[src/hw/rtl/hdc_pkg.sv]
// shared types and constants for the humidifier duty controller
`timescale 1ns / 1ps
`default_nettype none

package hdc_pkg;

    localparam int LEVEL_W   = 10;
    localparam int TIME_W    = 32;
    localparam int CFG_IDX_W = 3;
    localparam int CFG_W     = 10;
    localparam int PROD_W    = 21;
    localparam int MAG_W     = 20;

    localparam int unsigned OFF_DELAY_MS_DEF = 300000;
    localparam int unsigned DEADBAND_DEF     = 7;

    localparam logic [LEVEL_W-1:0] FAN_FULL_SCALE = 10'd1000;
    localparam logic [LEVEL_W-1:0] LEVEL_MAX      = 10'd1023;
    localparam logic [LEVEL_W-1:0] READING_LIMIT  = 10'd1000;

    // register indexes
    localparam logic [CFG_IDX_W-1:0] REG_DESIRED  = 3'd0;
    localparam logic [CFG_IDX_W-1:0] REG_LOW      = 3'd1;
    localparam logic [CFG_IDX_W-1:0] REG_ATOM_MAX = 3'd2;
    localparam logic [CFG_IDX_W-1:0] REG_ATOM_MIN = 3'd3;
    localparam logic [CFG_IDX_W-1:0] REG_FAN_HIGH = 3'd4;
    localparam logic [CFG_IDX_W-1:0] REG_FAN_IDLE = 3'd5;

    typedef struct packed {
        logic [LEVEL_W-1:0] humidity_reading;
        logic               water_low;
        logic [TIME_W-1:0]  now_ms;
    } hdc_in_t;

    typedef struct packed {
        logic               valve_open;
        logic [LEVEL_W-1:0] atomizer_duty;
        logic [LEVEL_W-1:0] fan_duty;
        logic               water_low_seen;
        logic               reading_invalid;
    } hdc_out_t;

    // controller to datapath
    typedef struct packed {
        logic load;
        logic mul;
        logic fan_phase;
        logic div_start;
        logic atom_apply;
        logic fan_apply;
    } hdc_cmd_t;

    // datapath to controller
    typedef struct packed {
        logic div_done;
    } hdc_sts_t;

endpackage

`default_nettype wire

[src/hw/rtl/hdc_div.sv]
// restoring unsigned divider, one quotient bit per cycle
`timescale 1ns / 1ps
`default_nettype none

module hdc_div
    import hdc_pkg::*;
#(
    parameter int DVD_W = MAG_W,
    parameter int DVS_W = LEVEL_W
)
(
    input  wire logic             clk,
    input  wire logic             rst_n,
    input  wire logic             start,
    input  wire logic [DVD_W-1:0] dividend,
    input  wire logic [DVS_W-1:0] divisor,
    output logic                  done,
    output logic [DVD_W-1:0]      quotient
);

    localparam int CNT_W = $clog2(DVD_W + 1);

    logic [DVD_W-1:0] quo_reg, quo_next;
    logic [DVS_W-1:0] rem_reg, rem_next;
    logic [DVS_W-1:0] dvs_reg;
    logic [CNT_W-1:0] cnt_reg, cnt_next;
    logic             busy_reg, busy_next;
    logic             done_reg, done_next;
    logic [DVS_W:0]   shifted;
    logic [DVS_W:0]   trial;

    assign shifted = {rem_reg, quo_reg[DVD_W-1]};
    assign trial   = shifted - {1'b0, dvs_reg};

    always_comb
    begin
        quo_next  = quo_reg;
        rem_next  = rem_reg;
        cnt_next  = cnt_reg;
        busy_next = busy_reg;
        done_next = 1'b0;
        if (start)
        begin
            quo_next  = dividend;
            rem_next  = '0;
            cnt_next  = '0;
            busy_next = 1'b1;
        end
        else if (busy_reg)
        begin
            if (shifted >= {1'b0, dvs_reg})
            begin
                rem_next = trial[DVS_W-1:0];
                quo_next = {quo_reg[DVD_W-2:0], 1'b1};
            end
            else
            begin
                rem_next = shifted[DVS_W-1:0];
                quo_next = {quo_reg[DVD_W-2:0], 1'b0};
            end
            cnt_next = cnt_reg + 1'b1;
            if (cnt_reg == CNT_W'(DVD_W - 1))
            begin
                busy_next = 1'b0;
                done_next = 1'b1;
            end
        end
    end

    always_ff @(posedge clk or negedge rst_n)
    begin
        if (!rst_n)
        begin
            busy_reg <= 1'b0;
            done_reg <= 1'b0;
            cnt_reg  <= '0;
        end
        else
        begin
            busy_reg <= busy_next;
            done_reg <= done_next;
            cnt_reg  <= cnt_next;
        end
    end

    always_ff @(posedge clk)
    begin
        quo_reg <= quo_next;
        rem_reg <= rem_next;
        if (start)
        begin
            dvs_reg <= divisor;
        end
    end

    assign done     = done_reg;
    assign quotient = quo_reg;

endmodule

`default_nettype wire

[src/hw/rtl/hdc_dp.sv]
// datapath: registers, shared multiplier, atomizer divider, duty update logic
`timescale 1ns / 1ps
`default_nettype none

module hdc_dp
    import hdc_pkg::*;
#(
    parameter int unsigned OFF_DELAY_MS = OFF_DELAY_MS_DEF,
    parameter int unsigned DEADBAND     = DEADBAND_DEF
)
(
    input  wire logic                 clk,
    input  wire logic                 rst_n,
    input  wire hdc_cmd_t             cmd,
    output hdc_sts_t                  sts,
    input  wire hdc_in_t              in_data,
    output hdc_out_t                  out_data,
    input  wire logic                 cfg_we,
    input  wire logic [CFG_IDX_W-1:0] cfg_index,
    input  wire logic [CFG_W-1:0]     cfg_data
);

    localparam logic [LEVEL_W-1:0] DEADBAND_L  = LEVEL_W'(DEADBAND);
    localparam logic [TIME_W-1:0]  OFF_DELAY_L = TIME_W'(OFF_DELAY_MS);

    // divide by 1000 as multiply by ceil(2^30 / 1000) then shift by 30,
    // exact for every magnitude below 2^20
    localparam int                  RECIP_W     = 21;
    localparam int                  RECIP_SHIFT = 30;
    localparam logic [RECIP_W-1:0]  FAN_RECIP   = 21'd1073742;

    typedef enum logic [1:0] {
        ATOM_ZERO   = 2'd0,
        ATOM_MAX    = 2'd1,
        ATOM_MIN    = 2'd2,
        ATOM_INTERP = 2'd3
    } atom_sel_t;

    // configuration
    logic [LEVEL_W-1:0] desired_reg, low_reg, atom_max_reg, atom_min_reg;
    logic [LEVEL_W-1:0] fan_high_reg, fan_idle_reg;

    // tick state
    logic [LEVEL_W-1:0] atom_level_reg, atom_level_next;
    logic [LEVEL_W-1:0] fan_level_reg, fan_level_next;
    logic [TIME_W-1:0]  last_active_reg;
    logic               valve_reg, wl_reg, invalid_reg;

    // per-beat working registers
    logic [LEVEL_W-1:0]       h_reg;
    logic [TIME_W-1:0]        now_reg;
    atom_sel_t                sel_reg, sel_next;
    logic signed [PROD_W-1:0] prod_reg;
    hdc_out_t                 out_reg;
    logic [MAG_W-1:0]         fan_q_reg;
    logic                     fan_done_reg;

    logic                     invalid_in;
    logic signed [LEVEL_W:0]  mul_a;
    logic [LEVEL_W-1:0]       mul_b;
    logic signed [PROD_W:0]   prod_full;
    logic [PROD_W-1:0]        prod_abs;
    logic [MAG_W-1:0]         div_quotient;
    logic                     div_done;
    logic [MAG_W+RECIP_W-1:0] fan_recip_prod;
    logic [MAG_W-1:0]         quotient;
    logic signed [PROD_W:0]   q_signed;
    logic signed [PROD_W:0]   interp_sum;
    logic [LEVEL_W-1:0]       interp;
    logic [LEVEL_W-1:0]       base;
    logic [LEVEL_W-1:0]       atom_new, fan_new;
    logic                     fan_off;

    function automatic logic [LEVEL_W-1:0] abs_diff(
        input logic [LEVEL_W-1:0] a,
        input logic [LEVEL_W-1:0] b
    );
        return (a > b) ? (a - b) : (b - a);
    endfunction

    always_ff @(posedge clk or negedge rst_n)
    begin
        if (!rst_n)
        begin
            desired_reg  <= 10'd500;
            low_reg      <= 10'd300;
            atom_max_reg <= 10'd1000;
            atom_min_reg <= 10'd0;
            fan_high_reg <= 10'd1000;
            fan_idle_reg <= 10'd200;
        end
        else if (cfg_we)
        begin
            case (cfg_index)
                REG_DESIRED:  desired_reg  <= cfg_data;
                REG_LOW:      low_reg      <= cfg_data;
                REG_ATOM_MAX: atom_max_reg <= cfg_data;
                REG_ATOM_MIN: atom_min_reg <= cfg_data;
                REG_FAN_HIGH: fan_high_reg <= cfg_data;
                REG_FAN_IDLE: fan_idle_reg <= cfg_data;
                default:      ;
            endcase
        end
    end

    // early decisions on the incoming reading
    assign invalid_in = (in_data.humidity_reading == '0)
                     || (in_data.humidity_reading >= READING_LIMIT);

    always_comb
    begin
        if (invalid_in || (in_data.humidity_reading > desired_reg))
        begin
            sel_next = ATOM_ZERO;
        end
        else if (in_data.humidity_reading < low_reg)
        begin
            sel_next = ATOM_MAX;
        end
        else if (low_reg == desired_reg)
        begin
            sel_next = ATOM_MIN;
        end
        else
        begin
            sel_next = ATOM_INTERP;
        end
    end

    // shared multiplier: duty span times humidity distance, or fan span times level
    always_comb
    begin
        if (cmd.fan_phase)
        begin
            mul_a = $signed({1'b0, fan_high_reg}) - $signed({1'b0, fan_idle_reg});
            mul_b = atom_level_reg;
            base  = fan_idle_reg;
        end
        else
        begin
            mul_a = $signed({1'b0, atom_max_reg}) - $signed({1'b0, atom_min_reg});
            mul_b = desired_reg - h_reg;
            base  = atom_min_reg;
        end
    end

    assign prod_full = mul_a * $signed({1'b0, mul_b});
    assign prod_abs  = prod_reg[PROD_W-1] ? PROD_W'(-prod_reg) : PROD_W'(prod_reg);

    // divider only serves the atomizer span
    hdc_div #(
        .DVD_W (MAG_W),
        .DVS_W (LEVEL_W)
    ) u_div (
        .clk      (clk),
        .rst_n    (rst_n),
        .start    (cmd.div_start && !cmd.fan_phase),
        .dividend (prod_abs[MAG_W-1:0]),
        .divisor  (desired_reg - low_reg),
        .done     (div_done),
        .quotient (div_quotient)
    );

    // fan scaling by 1000: reciprocal multiply, registered on the start command
    assign fan_recip_prod = (MAG_W + RECIP_W)'(prod_abs[MAG_W-1:0])
                          * (MAG_W + RECIP_W)'(FAN_RECIP);

    always_ff @(posedge clk or negedge rst_n)
    begin
        if (!rst_n)
        begin
            fan_done_reg <= 1'b0;
        end
        else
        begin
            fan_done_reg <= cmd.div_start && cmd.fan_phase;
        end
    end

    always_ff @(posedge clk)
    begin
        if (cmd.div_start && cmd.fan_phase)
        begin
            fan_q_reg <= MAG_W'(fan_recip_prod[MAG_W+RECIP_W-1:RECIP_SHIFT]);
        end
    end

    assign sts.div_done = div_done || fan_done_reg;
    assign quotient     = cmd.fan_phase ? fan_q_reg : div_quotient;

    // truncation toward zero: divide the magnitude, then restore the sign
    always_comb
    begin
        q_signed   = $signed({{(PROD_W + 1 - MAG_W){1'b0}}, quotient});
        if (prod_reg[PROD_W-1])
        begin
            q_signed = -q_signed;
        end
        interp_sum = $signed({{(PROD_W + 1 - LEVEL_W){1'b0}}, base}) + q_signed;
        if (interp_sum < 0)
        begin
            interp = '0;
        end
        else if (interp_sum > $signed({{(PROD_W + 1 - LEVEL_W){1'b0}}, LEVEL_MAX}))
        begin
            interp = LEVEL_MAX;
        end
        else
        begin
            interp = interp_sum[LEVEL_W-1:0];
        end
    end

    always_comb
    begin
        case (sel_reg)
            ATOM_ZERO:   atom_new = '0;
            ATOM_MAX:    atom_new = atom_max_reg;
            ATOM_MIN:    atom_new = atom_min_reg;
            ATOM_INTERP: atom_new = interp;
            default:     atom_new = '0;
        endcase
    end

    assign atom_level_next = (abs_diff(atom_new, atom_level_reg) > DEADBAND_L)
                           ? atom_new : atom_level_reg;

    assign fan_off = (atom_level_reg == '0) && ((now_reg - last_active_reg) > OFF_DELAY_L);
    assign fan_new = fan_off ? '0 : interp;
    assign fan_level_next = (abs_diff(fan_new, fan_level_reg) > DEADBAND_L)
                          ? fan_new : fan_level_reg;

    always_ff @(posedge clk or negedge rst_n)
    begin
        if (!rst_n)
        begin
            atom_level_reg  <= '0;
            fan_level_reg   <= '0;
            last_active_reg <= '0;
            valve_reg       <= 1'b0;
            wl_reg          <= 1'b0;
            invalid_reg     <= 1'b0;
        end
        else
        begin
            if (cmd.load)
            begin
                wl_reg      <= in_data.water_low;
                valve_reg   <= in_data.water_low && (in_data.humidity_reading < desired_reg);
                invalid_reg <= invalid_in;
            end
            if (cmd.atom_apply)
            begin
                atom_level_reg <= atom_level_next;
                if (atom_new != '0)
                begin
                    last_active_reg <= now_reg;
                end
            end
            if (cmd.fan_apply)
            begin
                fan_level_reg <= fan_level_next;
            end
        end
    end

    always_ff @(posedge clk)
    begin
        if (cmd.load)
        begin
            h_reg   <= in_data.humidity_reading;
            now_reg <= in_data.now_ms;
            sel_reg <= sel_next;
        end
        if (cmd.mul)
        begin
            prod_reg <= prod_full[PROD_W-1:0];
        end
        if (cmd.fan_apply)
        begin
            out_reg.valve_open      <= valve_reg;
            out_reg.atomizer_duty   <= atom_level_reg;
            out_reg.fan_duty        <= fan_level_next;
            out_reg.water_low_seen  <= wl_reg;
            out_reg.reading_invalid <= invalid_reg;
        end
    end

    assign out_data = out_reg;

endmodule

`default_nettype wire

[src/hw/rtl/hdc_ctrl.sv]
// controller: sequences one beat through the datapath and owns the handshakes
`timescale 1ns / 1ps
`default_nettype none

module hdc_ctrl
    import hdc_pkg::*;
(
    input  wire logic     clk,
    input  wire logic     rst_n,
    input  wire logic     in_valid,
    output logic          in_ready,
    output logic          out_valid,
    input  wire logic     out_ready,
    output hdc_cmd_t      cmd,
    input  wire hdc_sts_t sts
);

    typedef enum logic [8:0] {
        S_IDLE       = 9'b000000001,
        S_ATOM_MUL   = 9'b000000010,
        S_ATOM_GO    = 9'b000000100,
        S_ATOM_WAIT  = 9'b000001000,
        S_ATOM_APPLY = 9'b000010000,
        S_FAN_MUL    = 9'b000100000,
        S_FAN_GO     = 9'b001000000,
        S_FAN_WAIT   = 9'b010000000,
        S_FAN_APPLY  = 9'b100000000
    } state_t;

    state_t state_reg, state_next;
    logic   out_valid_reg, out_valid_next;
    logic   slot_free;

    assign slot_free = !out_valid_reg || out_ready;

    always_comb
    begin
        state_next = state_reg;
        cmd        = '0;
        case (state_reg)
            S_IDLE:
            begin
                if (in_valid)
                begin
                    cmd.load   = 1'b1;
                    state_next = S_ATOM_MUL;
                end
            end
            S_ATOM_MUL:
            begin
                cmd.mul    = 1'b1;
                state_next = S_ATOM_GO;
            end
            S_ATOM_GO:
            begin
                cmd.div_start = 1'b1;
                state_next    = S_ATOM_WAIT;
            end
            S_ATOM_WAIT:
            begin
                if (sts.div_done)
                begin
                    state_next = S_ATOM_APPLY;
                end
            end
            S_ATOM_APPLY:
            begin
                cmd.atom_apply = 1'b1;
                state_next     = S_FAN_MUL;
            end
            S_FAN_MUL:
            begin
                cmd.fan_phase = 1'b1;
                cmd.mul       = 1'b1;
                state_next    = S_FAN_GO;
            end
            S_FAN_GO:
            begin
                cmd.fan_phase = 1'b1;
                cmd.div_start = 1'b1;
                state_next    = S_FAN_WAIT;
            end
            S_FAN_WAIT:
            begin
                cmd.fan_phase = 1'b1;
                if (sts.div_done)
                begin
                    state_next = S_FAN_APPLY;
                end
            end
            S_FAN_APPLY:
            begin
                cmd.fan_phase = 1'b1;
                if (slot_free)
                begin
                    cmd.fan_apply = 1'b1;
                    state_next    = S_IDLE;
                end
            end
            default:
            begin
                state_next = S_IDLE;
            end
        endcase
    end

    always_comb
    begin
        out_valid_next = out_valid_reg;
        if (cmd.fan_apply)
        begin
            out_valid_next = 1'b1;
        end
        else if (out_ready)
        begin
            out_valid_next = 1'b0;
        end
    end

    always_ff @(posedge clk or negedge rst_n)
    begin
        if (!rst_n)
        begin
            state_reg     <= S_IDLE;
            out_valid_reg <= 1'b0;
        end
        else
        begin
            state_reg     <= state_next;
            out_valid_reg <= out_valid_next;
        end
    end

    assign in_ready  = (state_reg == S_IDLE);
    assign out_valid = out_valid_reg;

    a_no_overwrite: assert property (@(posedge clk) disable iff (!rst_n)
        cmd.fan_apply |-> (!out_valid_reg || out_ready))
        else $error("result register overwritten while a beat waits");

    a_div_done_expected: assert property (@(posedge clk) disable iff (!rst_n)
        sts.div_done |-> (state_reg == S_ATOM_WAIT || state_reg == S_FAN_WAIT))
        else $error("divider finished outside a wait state");

    a_one_at_a_time: assert property (@(posedge clk) disable iff (!rst_n)
        (in_valid && in_ready) |=> !in_ready)
        else $error("second beat taken while one is in progress");

    a_result_shown: assert property (@(posedge clk) disable iff (!rst_n)
        cmd.fan_apply |=> out_valid_reg)
        else $error("finished beat not presented");

endmodule

`default_nettype wire

[src/hw/rtl/humidifier_duty_controller_unit.sv]
// top level of the humidifier duty controller
`timescale 1ns / 1ps
`default_nettype none

// Each input beat carries a humidity reading (tenths of a percent), the
// water-low sensor level and a millisecond timestamp; each one gives exactly
// one result beat with the valve drive, the applied atomizer and fan duties
// (per mille), the latched water-low state and an invalid-reading flag.
// Beats are handled one at a time: the atomizer multiply, divide and apply
// steps run, then the fan multiply, scale and apply steps, and the next beat
// can be taken as soon as the result is valid. Most of the time goes to a
// single restoring divider (one quotient bit per cycle, 20 bits) for the
// atomizer interpolation; the fan scaling by 1000 is a reciprocal multiply.
// A finished result sits in an output register, so a new beat may be taken
// while the previous result still waits; a result only stalls the block when
// the next one is ready and the first has still not been taken.
// Configuration writes are single-cycle with no read-back and must only be
// issued while the block is idle.

module humidifier_duty_controller_unit
    import hdc_pkg::*;
#(
    parameter int unsigned OFF_DELAY_MS = OFF_DELAY_MS_DEF,
    parameter int unsigned DEADBAND     = DEADBAND_DEF
)
(
    input  wire logic                 clk,
    input  wire logic                 rst_n,
    // input beats
    input  wire logic                 in_valid,
    output logic                      in_ready,
    input  wire hdc_in_t              in_data,
    // result beats
    output logic                      out_valid,
    input  wire logic                 out_ready,
    output hdc_out_t                  out_data,
    // register writes
    input  wire logic                 cfg_we,
    input  wire logic [CFG_IDX_W-1:0] cfg_index,
    input  wire logic [CFG_W-1:0]     cfg_data
);

    hdc_cmd_t cmd;
    hdc_sts_t sts;

    // sequencer: one beat walks atomizer multiply/divide/apply then fan
    hdc_ctrl u_ctrl (
        .clk       (clk),
        .rst_n     (rst_n),
        .in_valid  (in_valid),
        .in_ready  (in_ready),
        .out_valid (out_valid),
        .out_ready (out_ready),
        .cmd       (cmd),
        .sts       (sts)
    );

    // registers, state, shared multiplier, atomizer divider, deadband and off-delay
    hdc_dp #(
        .OFF_DELAY_MS (OFF_DELAY_MS),
        .DEADBAND     (DEADBAND)
    ) u_dp (
        .clk       (clk),
        .rst_n     (rst_n),
        .cmd       (cmd),
        .sts       (sts),
        .in_data   (in_data),
        .out_data  (out_data),
        .cfg_we    (cfg_we),
        .cfg_index (cfg_index),
        .cfg_data  (cfg_data)
    );

endmodule

`default_nettype wire
[config.mk]
export PLATFORM = sky130hd
export DESIGN_NAME = humidifier_duty_controller_unit
export DESIGN_NICKNAME = d
export VERILOG_FILES = /design/src/hw/rtl/hdc_pkg.sv /design/src/hw/rtl/hdc_div.sv /design/src/hw/rtl/hdc_dp.sv /design/src/hw/rtl/hdc_ctrl.sv /design/src/hw/rtl/humidifier_duty_controller_unit.sv
export SDC_FILE = /design/constraint.sdc
export NUM_CORES = 1
export LEC_CHECK = 0
export BUFFER_PORTS_ARGS = -buffer_cell sky130_fd_sc_hd__buf_2
export CORE_MARGIN = 2
export CORE_UTILIZATION = 48
export DETAILED_ROUTE_END_ITERATION = 7
export GPL_TIMING_DRIVEN = 0
export PLACE_DENSITY = 0.74
export SYNTH_ARGS = -nofsm -noshare
export SYNTH_HDL_FRONTEND = slang
export SYNTH_SLANG_ARGS = --single-unit
[constraint.sdc]
create_clock -name clk -period 22.6 [get_ports clk]
set_clock_uncertainty 0.1 [all_clocks]
set_input_delay 6.78 -clock clk [delete_from_list [all_inputs] [get_ports clk]]
set_output_delay 6.78 -clock clk [all_outputs]
set_load 0.1 [all_outputs]
==> results.toml, run 1 <==
[outcome]
status = "complete, no violations"

[worst_setup_path]
worstPathRequired_ps = 22980
critPathMaxFanout = 10
worstSetupStartpointType = "flop"
path_class = "flop to flop"
slowest_stage = "buf_1"
arrival_ps = 12830
cp-end-kind = "flop"
cp_slowest_stage_delay_ps = 760

[detailed_routing]
avgRoutedWirePerCell_um = 17.3
vias_per_cell = 5.50
via_count = 20700
drtPass1Iterations = 5
drt_iter0_drc = 1334
ant_nets = 0
post-route-drc-count = 0
wl_um = 65200

[yosys]
yosys_warnings = 0
synth_area_per_cell_um2 = 9.72
synth_edf_count = 129
synth_seq_area_share_pct = 26.8
synth_fp_nets = 3481
synth-async-reset-ratio_pct = 48.9
netlist_instances = 2853
ys.flop_type = "edfxtp_1"
synthesis.area_um2 = 27700
ys_ff_latch = 272
synth_cell_types = 98

[final_layout]
final_common_cell = "inv_1"
drive_above_1_share_pct = 10.2
nFillCells = 5105
final_cell_mix = "inv_1 (493), ha_1 (369), fa_1 (198)"
num_antenna_cells = 0
area_delta_synth_final_pct = 8.67
fin_util_pct = 52.5
final-seq-area_um2 = 7430
multi_input_area_um2 = 18200
finalNetCount = 3602

[clock_network]
clk_pin_slew_ps = 60
post_cts_resized = 0
cts_buffer_depth = 3
clock-sinks = 272
clkLatencyLatePin_ps = 590
cts-root-buf = "clkbuf_16"
cts_max_level = 1
cts_hold_buf = 0
post_cts_buffers = 0
cts_made_buffers = 30
cts_tree = "built"

[global_route]
grtUsageTotal_pct = 22.2
antenna_found_initial = 0
grt_max_degree = 75
gr-total-overflow = 0
grt_first_pass_wirelength_um = 107000
grt_pass1_vias = 20500

[place]
dp_hpwl_um = 52100
gp_congestion = 0.926
port_buffers = 85

[floorplanning]
core_area_um2 = 57400
io_pins = 86
die_area_um2 = 59700
initial_core_util_pct = 48.3
fp-row-count = 88
dieHeight_um = 244
die_w_um = 244

[timing]
slew-limit-headroom_pct = 9.10
max_freq_mhz = 80.3
post-route-period-util_pct = 55.1
setup-tns-final_ps = 0
rsz0062_at_grt = "false"
worst_slew_pin_slew_ps = 1350
setup_violations = 0
period_needed_ps = 12450
finalMaxSlewViolations = 0
finalHoldViolCount = 0

[min_path]
min_path_type = "flop to flop"

[run]
max-cap-violations = 0
-- cell usage after synthesis (all sizes together), types with 37 or more instances --
master,number,area (µm²)
dfrtp,107,2680
xor2,48,420
fa,198,3960
ha,369,4620
nor3,38,211
a21o,66,495
nand2,192,721
nand2b,54,338
nor2b,40,250
xnor2,74,648
clkbuf,47,176
inv,495,1860
o21ai,152,772
nand3,37,190
a21oi,112,561
nor2,157,589
mux2i,38,380
edfxtp,129,3870
mux2,99,1220
-- layer usage --
metal	track usage, %	vias up	wire, µm
met4	4.97	0	1340
met2	37.2	506	30900
li1	-	9979	-
met3	2.40	85	3420
met1	30.9	10100	29600
met5	0	-	0
-- critical path, delay by kind of cell (launching register included) --
family | cells | cell delay, ps
multiplexers | 3 | 830
XOR/XNOR | 1 | 200
AO/OA/AOI/OAI | 15 | 4200
adder cells (fa/ha/maj) | 4 | 910
flip-flops | 1 | 350
AND/OR/NAND/NOR | 11 | 2010
buffers and inverters | 11 | 3690
-- final timing paths --
kind                                     start                     to  slack (ps)  cells past startpoint
max                        u_ctrl.state_reg[7]  u_dp.fan_level_reg[6]       10150                     45
min                                u_dp.wl_reg       u_dp.out_data[1]         350                      0
max reg2reg                u_ctrl.state_reg[7]  u_dp.fan_level_reg[6]       10150                     45
min reg2reg                        u_dp.wl_reg       u_dp.out_data[1]         350                      0
max in group asynchronous                rst_n   u_dp.atom_max_reg[8]       15430                      2
min in group asynchronous                rst_n  u_dp.fan_level_reg[1]        6120                      1
-- per-stage QoR --
stage | area [µm²] | setup slack, ps | std cells | hold slack (ps)
finish | 30100 | 10150 | 3762 | 354
global route | 30100 | 9190 | 3762 | 362
CTS | 30100 | 10250 | 3762 | 355
detailed placement | 29200 | 10280 | 3707 | 341
global placement | 29100 | 10300 | 3703 | 330
floorplan | 27700 | 11530 | 2853 | 319
-- logic make-up after synthesis --
kind of cell | share of synthesized area (%)
AOI/OAI and AO/OA | 12.3
DFF | 26.8
and+or+nand+nor | 12.3
xor gates and xnor gates | 3.85
buffers and inverters | 7.67
adders and majority gates | 30.9
muxes | 6.11
-- cell type report --
type / instances / area share, %
clock buffer: 34 / 2.54
inverter: 496 / 6.18
clock inverter: 21 / 0.540
tap: 765 / 3.18
timing repair buffer: 89 / 1.65
multi-input combinational: 2026 / 60.4
buffer: 59 / 0.880
sequential: 272 / 24.7
Power of run 1 is left out: the tool's default activity adds up to more than one toggle a clock period on the data nets, which glitch-free logic cannot reach.
==> inputs of run 2 (changes only) <==
Settings changed: ABC_AREA set to 1, PLACE_DENSITY 0.74 to 0.77.
Clock period 22.6 ns to 11.1 ns, I/O delays scaled along.
==> results.toml, run 2 <==
[outcome]
status = "complete, no violations"

[yosys]
synth_fp_nets = 3978
ys_ff_latch = 272
synthTopCellsByArea = "ha_1 (17%), fa_1 (14%), edfxtp_1 (14%)"
synth_cell_types = 62
ys.flop_type = "edfxtp_1"
synth_area_per_cell_um2 = 8.31
synth_top_cell_by_area = "ha_1"
synthesis.area_um2 = 27800
yosys-top-cells-count = "inv_1 (674), nand2_1 (608), ha_1 (369)"
yosys_warnings = 0
synth-async-reset-ratio_pct = 48.9
netlist_instances = 3350
synth_top_area_share_pct = 16.6
synthMostInstantiatedCell = "inv_1"
synth_seq_area_share_pct = 26.7
synth_edf_count = 129

[worst_setup_path]
worstSetupStartpointType = "flop"
critPathLaunch = "u_ctrl.state_reg[5]"
cp-end-kind = "flop"
r2r_setup_slack_ps = 850
cp_slowest_stage_delay_ps = 570
worstPathRequired_ps = 11310
path_class = "flop to flop"
worst_r2r_path_depth = 54
r2r_end = "u_dp.out_data[9]"
cp_common_cell = "nand2_1"
slowest_stage = "clkbuf_1"
reg2reg_from = "u_ctrl.state_reg[5]"
arrival_ps = 10460
critPathMaxFanout = 10

[min_path]
holdPathStages = 0
min_path_type = "flop to flop"
holdPathEnd = "u_dp.out_data[1]"
hp-start = "u_dp.wl_reg"

[run]
max-cap-violations = 0

[detailed_routing]
via_count = 22500
drt_iter0_drc = 1410
wl_um = 68200
avgRoutedWirePerCell_um = 16.0
post-route-drc-count = 0
ant_nets = 0
vias_per_cell = 5.28
drtPass1Iterations = 6

[clock_network]
post_cts_buffers = 0
cts_made_buffers = 30
cts_tree = "built"
clock-sinks = 272
cts_hold_buf = 0
cts_max_level = 1
post_cts_resized = 0
clk_pin_slew_ps = 60
cts-root-buf = "clkbuf_16"
cts_buffer_depth = 3
clkLatencyLatePin_ps = 590

[place]
dp_hpwl_um = 54800
gp_congestion = 0.962
port_buffers = 85

[floorplanning]
fp-row-count = 88
die_area_um2 = 59900
dieHeight_um = 245
io_pins = 86
initial_core_util_pct = 48.4
core_area_um2 = 57500
die_w_um = 245

[final_layout]
area_delta_synth_final_pct = 8.76
fin_util_pct = 52.7
num_antenna_cells = 0
drive_above_1_share_pct = 7.30
nFillCells = 5353
final_cell_mix = "inv_1 (674), nand2_1 (608), ha_1 (369)"
finalNetCount = 4099
final_common_cell = "inv_1"

[timing]
finalHoldViolCount = 0
period_needed_ps = 10250
max_freq_mhz = 97.5
setup-tns-final_ps = 0
post-route-period-util_pct = 92.4
finalMaxSlewViolations = 0
setup_violations = 0
worst_slew_pin_slew_ps = 1360
slew-limit-headroom_pct = 8.56
rsz0062_at_grt = "false"

[global_route]
antenna_found_initial = 0
gr-total-overflow = 0
grtUsageTotal_pct = 22.9
grt_first_pass_wirelength_um = 111000
grt_pass1_vias = 22300
grt_max_degree = 95
-- run 2: changes by cell type after synthesis, moves of 29 or more --
cell      previous run  this run
nor2b_1             40         0
nand2b_1            54         0
o21ai_0            147       200
mux2_4              29         0
mux2_2              69         0
mux2i_1             38         1
a21oi_1            112       177
nand2_1            192       608
inv_1              494       674
xnor2_1             74        38
a21o_1              66         7
nand3_1             36       197
xor2_1              48       104
-- run 2: area by class of cell --
class,count,area [µm²],share of cell area (%)
flip-flops and latches,272,7430,24.6
clock inverters,18,125,0.413
clock buffers,38,840,2.77
plain buffers,53,274,0.905
repair buffers,89,502,1.66
multi-input cells,2333,17500,57.9
well taps,765,957,3.16
inverters,692,2600,8.58
-- run 2: layer usage --
| layer | vias to the layer above | wire, µm | GRT usage [%] |
|---|---|---|---|
| met5 | - | 0 | 0 |
| met3 | 144 | 3590 | 2.51 |
| met4 | 0 | 2630 | 8.34 |
| met2 | 656 | 32300 | 38.9 |
| met1 | 10600 | 29700 | 30.3 |
| li1 | 11000 | - | - |
-- run 2: through the flow --
| stage | hold WS, ps | worst slack, ps | std cells | cell area, µm² |
|---|---|---|---|---|
| 3_3_place_gp | 332 | 1200 | 4200 | 29200 |
| 2_1_floorplan | 325 | 3320 | 3350 | 27800 |
| 6_report | 346 | 846 | 4260 | 30300 |
| 3_5_place_dp | 332 | 1220 | 4204 | 29300 |
| 5_1_grt | 362 | 84.7 | 4260 | 30300 |
| 4_1_cts | 352 | 1140 | 4260 | 30300 |
-- run 2: logic make-up (layout without fill, tap and decap cells) --
group / count (synthesis) / after routing / synth area share (%)
xor+xnor: 142 / 142 / 4.47
flops: 272 / 272 / 26.7
fa+ha+maj: 567 / 567 / 30.8
mux: 1 / 1 / 0.0360
compound gates: 480 / 480 / 9.55
simple gates: 1143 / 1143 / 18.1
buf+inv: 745 / 890 / 10.3
-- run 2: worst max-delay path by stage --
stage | depth (start not counted) | slack [ps] | to
6_report | 54 | 850 | u_dp.out_data[9]
5_1_grt | 50 | 80 | u_dp.out_data[6]
2_1_floorplan | 50 | 3320 | u_dp.out_data[10]
3_5_place_dp | 54 | 1220 | u_dp.out_data[9]
4_1_cts | 54 | 1140 | u_dp.out_data[9]
3_3_place_gp | 54 | 1200 | u_dp.out_data[9]
-- run 2: critical path, delay by kind of cell (launching register included) --
family | cells | cell delay, ps
simple gates | 32 | 4000
buf+inv | 8 | 2320
compound gates | 9 | 1870
fa+ha+maj | 4 | 1030
flops | 1 | 440
xor+xnor | 1 | 190
Power of run 2 is left out for the same reason.
